File: src/rtl/core/chd_pkg.sv
package chd_pkg;

	localparam int ROUNDS           = 16;
	localparam int BLOCK_BYTES      = 32;
	localparam int INIT_TRANSFORMS  = 1;
	localparam int FINAL_TRANSFORMS = 2;

	localparam int WORDS      = 32;
	localparam int HALF_WORDS = 16;
	localparam int HALF_STEPS = 2 * ROUNDS;
	localparam int HALF_W     = (HALF_STEPS > 1) ? $clog2(HALF_STEPS) : 1;

	localparam int XF_MAX = (INIT_TRANSFORMS > FINAL_TRANSFORMS) ? INIT_TRANSFORMS
		: FINAL_TRANSFORMS;
	localparam int XF_W   = $clog2(XF_MAX + 1);

	localparam int BLOCK_BITS = 8 * BLOCK_BYTES;
	localparam int POS_W      = $clog2(BLOCK_BITS);
	localparam int SUM_W      = POS_W + 1;

	localparam int ROT_A    = 7;
	localparam int ROT_B    = 11;
	localparam int SWAP_A_A = 8;
	localparam int SWAP_B_A = 2;
	localparam int SWAP_A_B = 4;
	localparam int SWAP_B_B = 1;

	localparam int HB_W              = 10;
	localparam logic [HB_W-1:0] HB_RESET = 10'd512;
	localparam logic [HB_W-1:0] HB_MIN   = 10'd8;
	localparam logic [HB_W-1:0] HB_MAX   = 10'd512;
	localparam int DIGEST_MAX_WORDS  = 16;
	localparam int NW_W              = $clog2(DIGEST_MAX_WORDS + 1);
	localparam int K_W               = $clog2(DIGEST_MAX_WORDS);

	localparam logic REQ_ABSORB = 1'b0;
	localparam logic REQ_FINISH = 1'b1;

	localparam int QUEUE_DEPTH = 4;
	localparam int QA_W        = $clog2(QUEUE_DEPTH);

	typedef struct packed {
		logic       fin;
		logic       block_end;
		logic [4:0] word;
		logic [1:0] lane;
		logic [7:0] data;
	} cmd_t;

	function automatic logic hb_ok(input logic [HB_W-1:0] v);
		return (v >= HB_MIN) && (v <= HB_MAX) && (v[2:0] == 3'b000);
	endfunction

	function automatic logic [NW_W-1:0] nwords(input logic [HB_W-1:0] hb);
		logic [HB_W:0] s;
		logic [HB_W-5:0] n;
		s = {1'b0, hb} + (HB_W+1)'(31);
		n = s[HB_W:5];
		if (n == '0)
			return NW_W'(1);
		if (n > (HB_W-4)'(DIGEST_MAX_WORDS))
			return NW_W'(DIGEST_MAX_WORDS);
		return NW_W'(n);
	endfunction

	function automatic logic [31:0] rotl32(input logic [31:0] v, input int unsigned s);
		return (v << s) | (v >> (32 - s));
	endfunction

endpackage

File: src/rtl/core/chd_if.sv
interface chd_req_if;
	logic       valid;
	logic       ready;
	logic       req_type;
	logic [7:0] message_byte;
	logic [3:0] bit_count;

	modport source(output valid, req_type, message_byte, bit_count, input ready);
	modport sink(input valid, req_type, message_byte, bit_count, output ready);
endinterface

interface chd_dig_if;
	logic        valid;
	logic        ready;
	logic [31:0] digest_word;
	logic        last_word;

	modport source(output valid, digest_word, last_word, input ready);
	modport sink(input valid, digest_word, last_word, output ready);
endinterface

File: src/rtl/core/cubehash_16_32_digest.sv
// CubeHash16/32 streaming digest.
// request: one item per message byte (req_type absorb, bit_count 1..8, a
//   partial byte only last) or a finish item. Items are taken whenever the
//   four-entry command queue has room, so the front keeps accepting while
//   the round unit works.
// digest: after a finish, ceil(hash_bits/32) items of one 32-bit word each,
//   word 0 first, last_word set on the final one.
// cfg_we/cfg_wdata: hash_bits, 8..512 in steps of 8; other values are
//   dropped. A write re-initializes the state; write only while idle.
// Flow: an absorbed byte is XORed into the state as the back end pops
//   it; a full block adds one transform (one half round per cycle in the
//   shared round unit), during which the back end pops nothing.
//   A finish runs three transforms, then the digest words are emitted,
//   then a re-init transform runs before the next message is processed.
// Reset: the state is loaded with the IV and run through one transform;
//   items are queued meanwhile.
// A stalled receiver holds the emit sequence; the front keeps filling the
//   queue until it is full.
module cubehash_16_32_digest (
	input  logic                     clk,
	input  logic                     arst_n,
	chd_req_if.sink                  request,
	chd_dig_if.source                digest,
	input  logic                     cfg_we,
	input  logic [chd_pkg::HB_W-1:0] cfg_wdata
);
	import chd_pkg::*;

	cmd_t push_data;
	cmd_t pop_data;
	logic push;
	logic pop;
	logic full;
	logic empty;

	chd_front u_front (
		.clk       (clk),
		.arst_n    (arst_n),
		.request   (request),
		.cfg_we    (cfg_we),
		.cfg_wdata (cfg_wdata),
		.push      (push),
		.push_data (push_data),
		.full      (full)
	);

	chd_queue u_queue (
		.clk       (clk),
		.arst_n    (arst_n),
		.push      (push),
		.push_data (push_data),
		.full      (full),
		.pop       (pop),
		.pop_data  (pop_data),
		.empty     (empty)
	);

	chd_back u_back (
		.clk       (clk),
		.arst_n    (arst_n),
		.pop_data  (pop_data),
		.empty     (empty),
		.pop       (pop),
		.cfg_we    (cfg_we),
		.cfg_wdata (cfg_wdata),
		.digest    (digest)
	);

endmodule

File: src/rtl/core/chd_front.sv
module chd_front (
	input  logic                    clk,
	input  logic                    arst_n,
	chd_req_if.sink                 request,
	input  logic                    cfg_we,
	input  logic [chd_pkg::HB_W-1:0] cfg_wdata,
	output logic                    push,
	output chd_pkg::cmd_t           push_data,
	input  logic                    full
);
	import chd_pkg::*;

	logic [POS_W-1:0] pos_q;
	logic [3:0]       cnt_sat;
	logic [SUM_W-1:0] pos_sum;
	logic             acc;
	logic             is_fin;
	logic             absorb_ok;
	logic             block_end;

	assign request.ready = !full;
	assign acc           = request.valid && !full;
	assign is_fin        = (request.req_type == REQ_FINISH);
	assign cnt_sat       = (request.bit_count > 4'd8) ? 4'd8 : request.bit_count;
	assign pos_sum       = {1'b0, pos_q} + SUM_W'(cnt_sat);
	assign absorb_ok     = (request.bit_count != 4'd0) && (pos_q[2:0] == 3'b000);
	assign block_end     = (pos_sum >= SUM_W'(BLOCK_BITS));

	assign push = acc && (is_fin || absorb_ok);

	always_comb begin
		push_data.fin       = is_fin;
		push_data.block_end = block_end;
		push_data.word      = 5'(({5'b0, pos_q}) >> 5);
		push_data.lane      = 2'(({5'b0, pos_q}) >> 3);
		push_data.data      = is_fin ? (8'h80 >> pos_q[2:0]) : request.message_byte;
	end

	always_ff @(posedge clk or negedge arst_n) begin
		if (!arst_n) begin
			pos_q <= '0;
		end else if (cfg_we && hb_ok(cfg_wdata)) begin
			pos_q <= '0;
		end else if (acc) begin
			if (is_fin) begin
				pos_q <= '0;
			end else if (absorb_ok) begin
				pos_q <= block_end ? '0 : pos_sum[POS_W-1:0];
			end
		end
	end

endmodule

File: src/rtl/core/chd_queue.sv
module chd_queue (
	input  logic          clk,
	input  logic          arst_n,
	input  logic          push,
	input  chd_pkg::cmd_t push_data,
	output logic          full,
	input  logic          pop,
	output chd_pkg::cmd_t pop_data,
	output logic          empty
);
	import chd_pkg::*;

	cmd_t            mem_q [QUEUE_DEPTH];
	logic [QA_W-1:0] wr_q;
	logic [QA_W-1:0] rd_q;
	logic [QA_W:0]   cnt_q;

	assign full     = (cnt_q == (QA_W+1)'(QUEUE_DEPTH));
	assign empty    = (cnt_q == '0);
	assign pop_data = mem_q[rd_q];

	always_ff @(posedge clk or negedge arst_n) begin
		if (!arst_n) begin
			wr_q  <= '0;
			rd_q  <= '0;
			cnt_q <= '0;
		end else begin
			if (push)
				wr_q <= wr_q + QA_W'(1);
			if (pop)
				rd_q <= rd_q + QA_W'(1);
			if (push && !pop)
				cnt_q <= cnt_q + (QA_W+1)'(1);
			else if (pop && !push)
				cnt_q <= cnt_q - (QA_W+1)'(1);
		end
	end

	always_ff @(posedge clk) begin
		if (push)
			mem_q[wr_q] <= push_data;
	end

	a_cnt_bound: assert property (@(posedge clk) disable iff (!arst_n)
		cnt_q <= (QA_W+1)'(QUEUE_DEPTH))
		else $error("queue count over depth");

endmodule

File: src/rtl/core/chd_back.sv
module chd_back (
	input  logic                     clk,
	input  logic                     arst_n,
	input  chd_pkg::cmd_t            pop_data,
	input  logic                     empty,
	output logic                     pop,
	input  logic                     cfg_we,
	input  logic [chd_pkg::HB_W-1:0] cfg_wdata,
	chd_dig_if.source                digest
);
	import chd_pkg::*;

	localparam logic [1:0] S_IDLE = 2'd0;
	localparam logic [1:0] S_RUN  = 2'd1;
	localparam logic [1:0] S_EMIT = 2'd2;
	localparam logic [1:0] S_LOAD = 2'd3;

	logic [31:0]     st_q [WORDS];
	logic [31:0]     st_d [WORDS];
	logic [31:0]     rnd  [WORDS];
	logic [31:0]     bsum [HALF_WORDS];
	logic [1:0]      fsm_q;
	logic [HALF_W-1:0] half_q;
	logic [XF_W-1:0] xf_q;
	logic            fin_q;
	logic [K_W-1:0]  k_q;
	logic [HB_W-1:0] hb_q;
	logic            out_valid_q;
	logic [31:0]     out_word_q;
	logic            out_last_q;
	logic [NW_W-1:0] nw;
	logic            last;
	logic            xfer;
	logic            xf_end;

	assign pop    = (fsm_q == S_IDLE) && !empty;
	assign nw     = nwords(hb_q);
	assign last   = (NW_W'(k_q) == nw - NW_W'(1));
	assign xfer   = (fsm_q == S_EMIT) && (!out_valid_q || digest.ready);
	assign xf_end = (fsm_q == S_RUN) && (half_q == HALF_W'(HALF_STEPS - 1));

	assign digest.valid       = out_valid_q;
	assign digest.digest_word = out_word_q;
	assign digest.last_word   = out_last_q;

	// one half round per cycle
	always_comb begin
		for (int i = 0; i < HALF_WORDS; i++)
			bsum[i] = st_q[i + HALF_WORDS] + st_q[i];
		for (int i = 0; i < HALF_WORDS; i++) begin
			if (!half_q[0]) begin
				rnd[i]              = rotl32(st_q[i ^ SWAP_A_A], ROT_A) ^ bsum[i];
				rnd[i + HALF_WORDS] = bsum[i ^ SWAP_B_A];
			end else begin
				rnd[i]              = rotl32(st_q[i ^ SWAP_A_B], ROT_B) ^ bsum[i];
				rnd[i + HALF_WORDS] = bsum[i ^ SWAP_B_B];
			end
		end
	end

	always_comb begin
		st_d = st_q;
		unique case (fsm_q)
			S_IDLE: begin
				if (pop)
					st_d[pop_data.word] = st_q[pop_data.word]
						^ (32'(pop_data.data) << {pop_data.lane, 3'b000});
			end
			S_RUN: begin
				st_d = rnd;
				if (xf_end && fin_q && xf_q == XF_W'(FINAL_TRANSFORMS))
					st_d[WORDS-1][0] = ~rnd[WORDS-1][0];
			end
			S_EMIT: begin
				if (xfer) begin
					for (int i = 0; i < WORDS - 1; i++)
						st_d[i] = st_q[i + 1];
					st_d[WORDS-1] = '0;
				end
			end
			S_LOAD: begin
				for (int i = 0; i < WORDS; i++)
					st_d[i] = '0;
				st_d[0] = 32'(hb_q[HB_W-1:3]);
				st_d[1] = 32'(BLOCK_BYTES);
				st_d[2] = 32'(ROUNDS);
			end
			default: ;
		endcase
	end

	always_ff @(posedge clk or negedge arst_n) begin
		if (!arst_n) begin
			fsm_q       <= S_LOAD;
			half_q      <= '0;
			xf_q        <= '0;
			fin_q       <= 1'b0;
			k_q         <= '0;
			hb_q        <= HB_RESET;
			out_valid_q <= 1'b0;
		end else begin
			if (cfg_we && hb_ok(cfg_wdata)) begin
				hb_q  <= cfg_wdata;
				fsm_q <= S_LOAD;
			end else begin
				unique case (fsm_q)
					S_IDLE: begin
						if (pop) begin
							if (pop_data.fin) begin
								fsm_q <= S_RUN;
								fin_q <= 1'b1;
								xf_q  <= XF_W'(FINAL_TRANSFORMS);
							end else if (pop_data.block_end) begin
								fsm_q <= S_RUN;
								fin_q <= 1'b0;
								xf_q  <= '0;
							end
						end
					end
					S_RUN: begin
						if (xf_end) begin
							half_q <= '0;
							if (xf_q != '0) begin
								xf_q <= xf_q - XF_W'(1);
							end else if (fin_q) begin
								fsm_q <= S_EMIT;
								k_q   <= '0;
							end else begin
								fsm_q <= S_IDLE;
							end
						end else begin
							half_q <= half_q + HALF_W'(1);
						end
					end
					S_EMIT: begin
						if (xfer) begin
							k_q <= k_q + K_W'(1);
							if (last) begin
								fsm_q <= S_LOAD;
								fin_q <= 1'b0;
							end
						end
					end
					S_LOAD: begin
						fsm_q  <= S_RUN;
						half_q <= '0;
						xf_q   <= XF_W'(INIT_TRANSFORMS - 1);
						fin_q  <= 1'b0;
					end
					default: fsm_q <= S_LOAD;
				endcase
			end
			if (xfer)
				out_valid_q <= 1'b1;
			else if (digest.ready)
				out_valid_q <= 1'b0;
		end
	end

	always_ff @(posedge clk) begin
		st_q <= st_d;
		if (xfer) begin
			out_word_q <= st_q[0];
			out_last_q <= last;
		end
	end

	a_idle_half: assert property (@(posedge clk) disable iff (!arst_n)
		fsm_q == S_IDLE |-> half_q == '0)
		else $error("half-round count not clear when idle");

	a_out_src: assert property (@(posedge clk) disable iff (!arst_n)
		$rose(out_valid_q) |-> $past(fsm_q) == S_EMIT)
		else $error("digest item raised outside emit");

	a_last_reinit: assert property (@(posedge clk) disable iff (!arst_n)
		xfer && last |=> fsm_q == S_LOAD)
		else $error("no re-init after last digest word");

	a_emit_fin: assert property (@(posedge clk) disable iff (!arst_n)
		fsm_q == S_EMIT |-> fin_q)
		else $error("emit without finish");

endmodule

File: src/flat_wrapper.sv
// flat-port wrapper written by rule: the top's interface ports become plain ports
module cubehash_16_32_digest_flat import chd_pkg::*;
  (clk, arst_n, cfg_we, cfg_wdata, request_valid, request_req_type, request_message_byte, request_bit_count, request_ready, digest_valid, digest_digest_word, digest_last_word, digest_ready);
  chd_req_if request_i ();
  chd_dig_if digest_i ();
  input  logic clk;
  input  logic arst_n;
  input  logic cfg_we;
  input  logic [chd_pkg::HB_W-1:0] cfg_wdata;
  input wire logic [$bits(request_i.valid)-1:0] request_valid;
  input wire logic [$bits(request_i.req_type)-1:0] request_req_type;
  input wire logic [$bits(request_i.message_byte)-1:0] request_message_byte;
  input wire logic [$bits(request_i.bit_count)-1:0] request_bit_count;
  output wire logic [$bits(request_i.ready)-1:0] request_ready;
  output wire logic [$bits(digest_i.valid)-1:0] digest_valid;
  output wire logic [$bits(digest_i.digest_word)-1:0] digest_digest_word;
  output wire logic [$bits(digest_i.last_word)-1:0] digest_last_word;
  input wire logic [$bits(digest_i.ready)-1:0] digest_ready;
  assign request_i.valid = request_valid;
  assign request_i.req_type = request_req_type;
  assign request_i.message_byte = request_message_byte;
  assign request_i.bit_count = request_bit_count;
  assign request_ready = request_i.ready;
  assign digest_valid = digest_i.valid;
  assign digest_digest_word = digest_i.digest_word;
  assign digest_last_word = digest_i.last_word;
  assign digest_i.ready = digest_ready;
  cubehash_16_32_digest u_core (.clk(clk), .arst_n(arst_n), .request(request_i), .digest(digest_i), .cfg_we(cfg_we), .cfg_wdata(cfg_wdata));
endmodule
File: config.mk
export PLATFORM = sky130hd
export DESIGN_NAME = cubehash_16_32_digest_flat
export DESIGN_NICKNAME = d
export VERILOG_FILES = /design/src/rtl/core/chd_pkg.sv /design/src/rtl/core/chd_if.sv /design/src/rtl/core/cubehash_16_32_digest.sv /design/src/rtl/core/chd_front.sv /design/src/rtl/core/chd_queue.sv /design/src/rtl/core/chd_back.sv /design/src/flat_wrapper.sv
export SDC_FILE = /design/constraint.sdc
export NUM_CORES = 2
export LEC_CHECK = 0
export BUFFER_PORTS_ARGS = -buffer_cell sky130_fd_sc_hd__buf_2
export CAP_MARGIN = 10
export CELL_PAD_IN_SITES_DETAIL_PLACEMENT = 1
export CELL_PAD_IN_SITES_GLOBAL_PLACEMENT = 1
export CORE_UTILIZATION = 28
export DETAILED_ROUTE_END_ITERATION = 8
export PLACE_DENSITY = 0.51
export SLEW_MARGIN = 20
export SYNTH_ARGS = -nofsm -noshare
export SYNTH_HDL_FRONTEND = slang
export SYNTH_SLANG_ARGS = --single-unit
File: constraint.sdc
create_clock -name clk -period 25.2 [get_ports clk]
set_input_delay 1.26 -clock clk [delete_from_list [all_inputs] [get_ports clk]]
set_output_delay 1.26 -clock clk [all_outputs]
set_load 0.02 [all_outputs]
==> flow_metrics.env <==
export IMPL_outcome="completed"
export IMPL_htreeDepth=4
export IMPL_crit_required_ns=25.79
export IMPL_hold_buffers=0
export IMPL_synth_area_per_cell_um2=9.84
export IMPL_seqCellArea_mm2=0.0346
export IMPL_initial_core_util_pct=28.2
export IMPL_worst_pin_slew_ns=1.40
export IMPL_multi_input_area_mm2=0.0523
export IMPL_first_global_vias=80800
export IMPL_worstPathCellList="mux4_2, buf_4, inv_1, nor2_2, and2_1, buf_4, a22oi_1, nand4_1, xor2_1, o221ai_1"
export IMPL_num_fill_cells=35500
export IMPL_synth_top_area_cell="edfxtp_1"
export IMPL_cts_buffers_inserted=164
export IMPL_wl_per_cell_um=46.6
export IMPL_yosysTopAreaCellShare_pct=37.8
export IMPL_synthesis_area_mm2=0.0887
export IMPL_drive_gt1_share_pct=8.10
export IMPL_postRouteAntennaNets=0
export IMPL_yosysSeqAreaShare_pct=38.9
export IMPL_cp_arrival_ns=6.65
export IMPL_async_flop_share_pct=3.46
export IMPL_crit_path_start_kind="register"
export IMPL_cts_root_buf="clkbuf_16"
export IMPL_hold_class="reg -> reg"
export IMPL_die_x_um=565
export IMPL_clock_sinks=1157
export IMPL_post_cts_buffers=0
export IMPL_final_core_util_pct=31.8
export IMPL_path_common_cell="buf_4"
export IMPL_ys_types=107
export IMPL_finalSetupViolCount=0
export IMPL_ctsLongestPathBuffers=4
export IMPL_top_layer_used="met5"
export IMPL_worst_path_max_fanout=28
export IMPL_vias_per_cell=6.44
export IMPL_drt_first_pass_iters=8
export IMPL_gp_congestion=1.07
export IMPL_gr_total_overflow=0
export IMPL_finalHoldViolCount=0
export IMPL_place_hpwl_um=489000
export IMPL_wl_um=625000
export IMPL_synthTopCellsByArea="edfxtp_1 38%, mux2i_1 9.5%, ha_1 7.3%"
export IMPL_antenna_found_initial=124
export IMPL_finalCriticalPeriod_ns=6.07
export IMPL_cts_resized=0
export IMPL_drv_slew=0
export IMPL_maxClockFrequency_mhz=165
export IMPL_max_slew_margin_rel_pct=4.02
export IMPL_yosysWarnings=0
export IMPL_synth_seq_cells=1157
export IMPL_synth_edf_count=1117
export IMPL_clk_pin_slew_ns=0.06
export IMPL_final_cell_mix="1117 x edfxtp_1, 1070 x nand2_1, 880 x o21ai_0"
export IMPL_skew_ns=0.0759
export IMPL_drc=0
export IMPL_clk_latency_ns=0.92
export IMPL_layout_commonest_cell="edfxtp_1"
export IMPL_drv_cap=0
export IMPL_period_share_pct=24.1
export IMPL_tns_ns=0
export IMPL_reg2reg_slack_ns=19.13
export IMPL_port_buffers=62
export IMPL_drtIter0Drc=13200
export IMPL_cts_tree="yes"
export IMPL_die_y_um=565
export IMPL_end_kind="register"
export IMPL_wl_met1_um=248000
export IMPL_rsz0062_at_grt="no"
export IMPL_critPathKind="reg -> reg"
export IMPL_rows=206
export IMPL_grt_pass1_wl_um=806000
export IMPL_vias=86400
export IMPL_final_nets=9601
export IMPL_dieArea_mm2=0.319
export IMPL_ys_flop_type="edfxtp_1"
export IMPL_cp_slowest_cell="xor2_1"
export IMPL_wl_met3_um=66600
export IMPL_area_delta_synth_final_pct=13.1
export IMPL_synth_nets=9585
export IMPL_critPathMaxStageDelay_ns=1.00
export IMPL_syn_instance_count=9023
export IMPL_wl_met2_um=254000
export IMPL_core_mm2=0.315
export IMPL_grt_usage_pct=38.1
export IMPL_io_pins=63
export IMPL_grt_start_max_net_pins=132
## cell usage after synthesis, types with 42 or more instances
library cell	number
nor3_1	86
and2_1	43
and3_1	48
clkbuf_1	380
mux2i_1	838
o22ai_1	146
nor2b_1	50
xor2_1	416
nand2_1	1078
a22o_1	79
a31oi_1	42
xnor2_1	579
nand2b_1	71
inv_1	151
nand3_1	104
ha_1	516
o21ai_0	887
edfxtp_1	1117
a22oi_1	290
a21oi_1	486
o21bai_1	85
o221ai_1	136
nand4_1	51
buf_1	69
a21o_1	247
o21a_1	77
nor2_1	349
## worst max-delay path: cells and delay by family, from the launching register on
family / cells / cell delay (ns)
flip-flops: 1 / 0.47
AO/OA/AOI/OAI: 2 / 0.34
AND/OR/NAND/NOR: 3 / 1.88
multiplexers: 1 / 0.38
buffers and inverters: 3 / 1.55
XOR/XNOR: 1 / 1.00
## final timing paths
kind,from,to,depth (start not counted)
max in group asynchronous,arst_n,u_core.u_back.half_q[0],1
min in group asynchronous,arst_n,u_core.u_back.k_q[3],1
hold / removal,u_core.u_back.hb_q[0],u_core.u_back.hb_q[0],1
setup / recovery,u_core.u_queue.rd_q[0],register,10
hold reg to reg,u_core.u_back.hb_q[0],u_core.u_back.hb_q[0],1
setup reg to reg,u_core.u_queue.rd_q[0],register,10
## kinds of logic after synthesis
group | after synthesis | synth area share (%)
compound gates | 2836 | 20.7
simple gates | 1991 | 9.88
flops | 1157 | 38.9
xor+xnor | 1005 | 10.0
mux | 874 | 10.1
buf+inv | 626 | 2.69
fa+ha+maj | 534 | 7.68
## per-stage QoR
stage                     std cells  hold slack, ns  worst slack, ns  area [µm²]
after floorplan                9023           0.450             7.73       88700
after global placement        13000           0.464            19.40       94700
after detailed placement      13000           0.477            19.45       94900
after CTS                     13300           0.495            19.41      100000
after global routing          13300           0.529            19.15      100000
final                         13400           0.490            19.13      100000
## area by class of cell
type                    instances  share of cell area [%]
multi-input cells            7240                    52.1
flip-flops and latches       1157                    34.4
well taps                    4160                    5.19
clock buffers                 205                    4.38
repair buffers                322                    2.40
clock inverters                83                   0.719
inverters                     154                   0.598
diodes                         89                   0.222
## routing by layer
metal | global-route usage [%] | vias up
met2 | 53.7 | 5765
li1 | - | 34200
met5 | 0 | -
met4 | 29.5 | 32
met1 | 48.2 | 44900
met3 | 11.6 | 1525
Power is not shown: default switching activity piles up to over one toggle a cycle in this logic, so the estimate is an artifact.
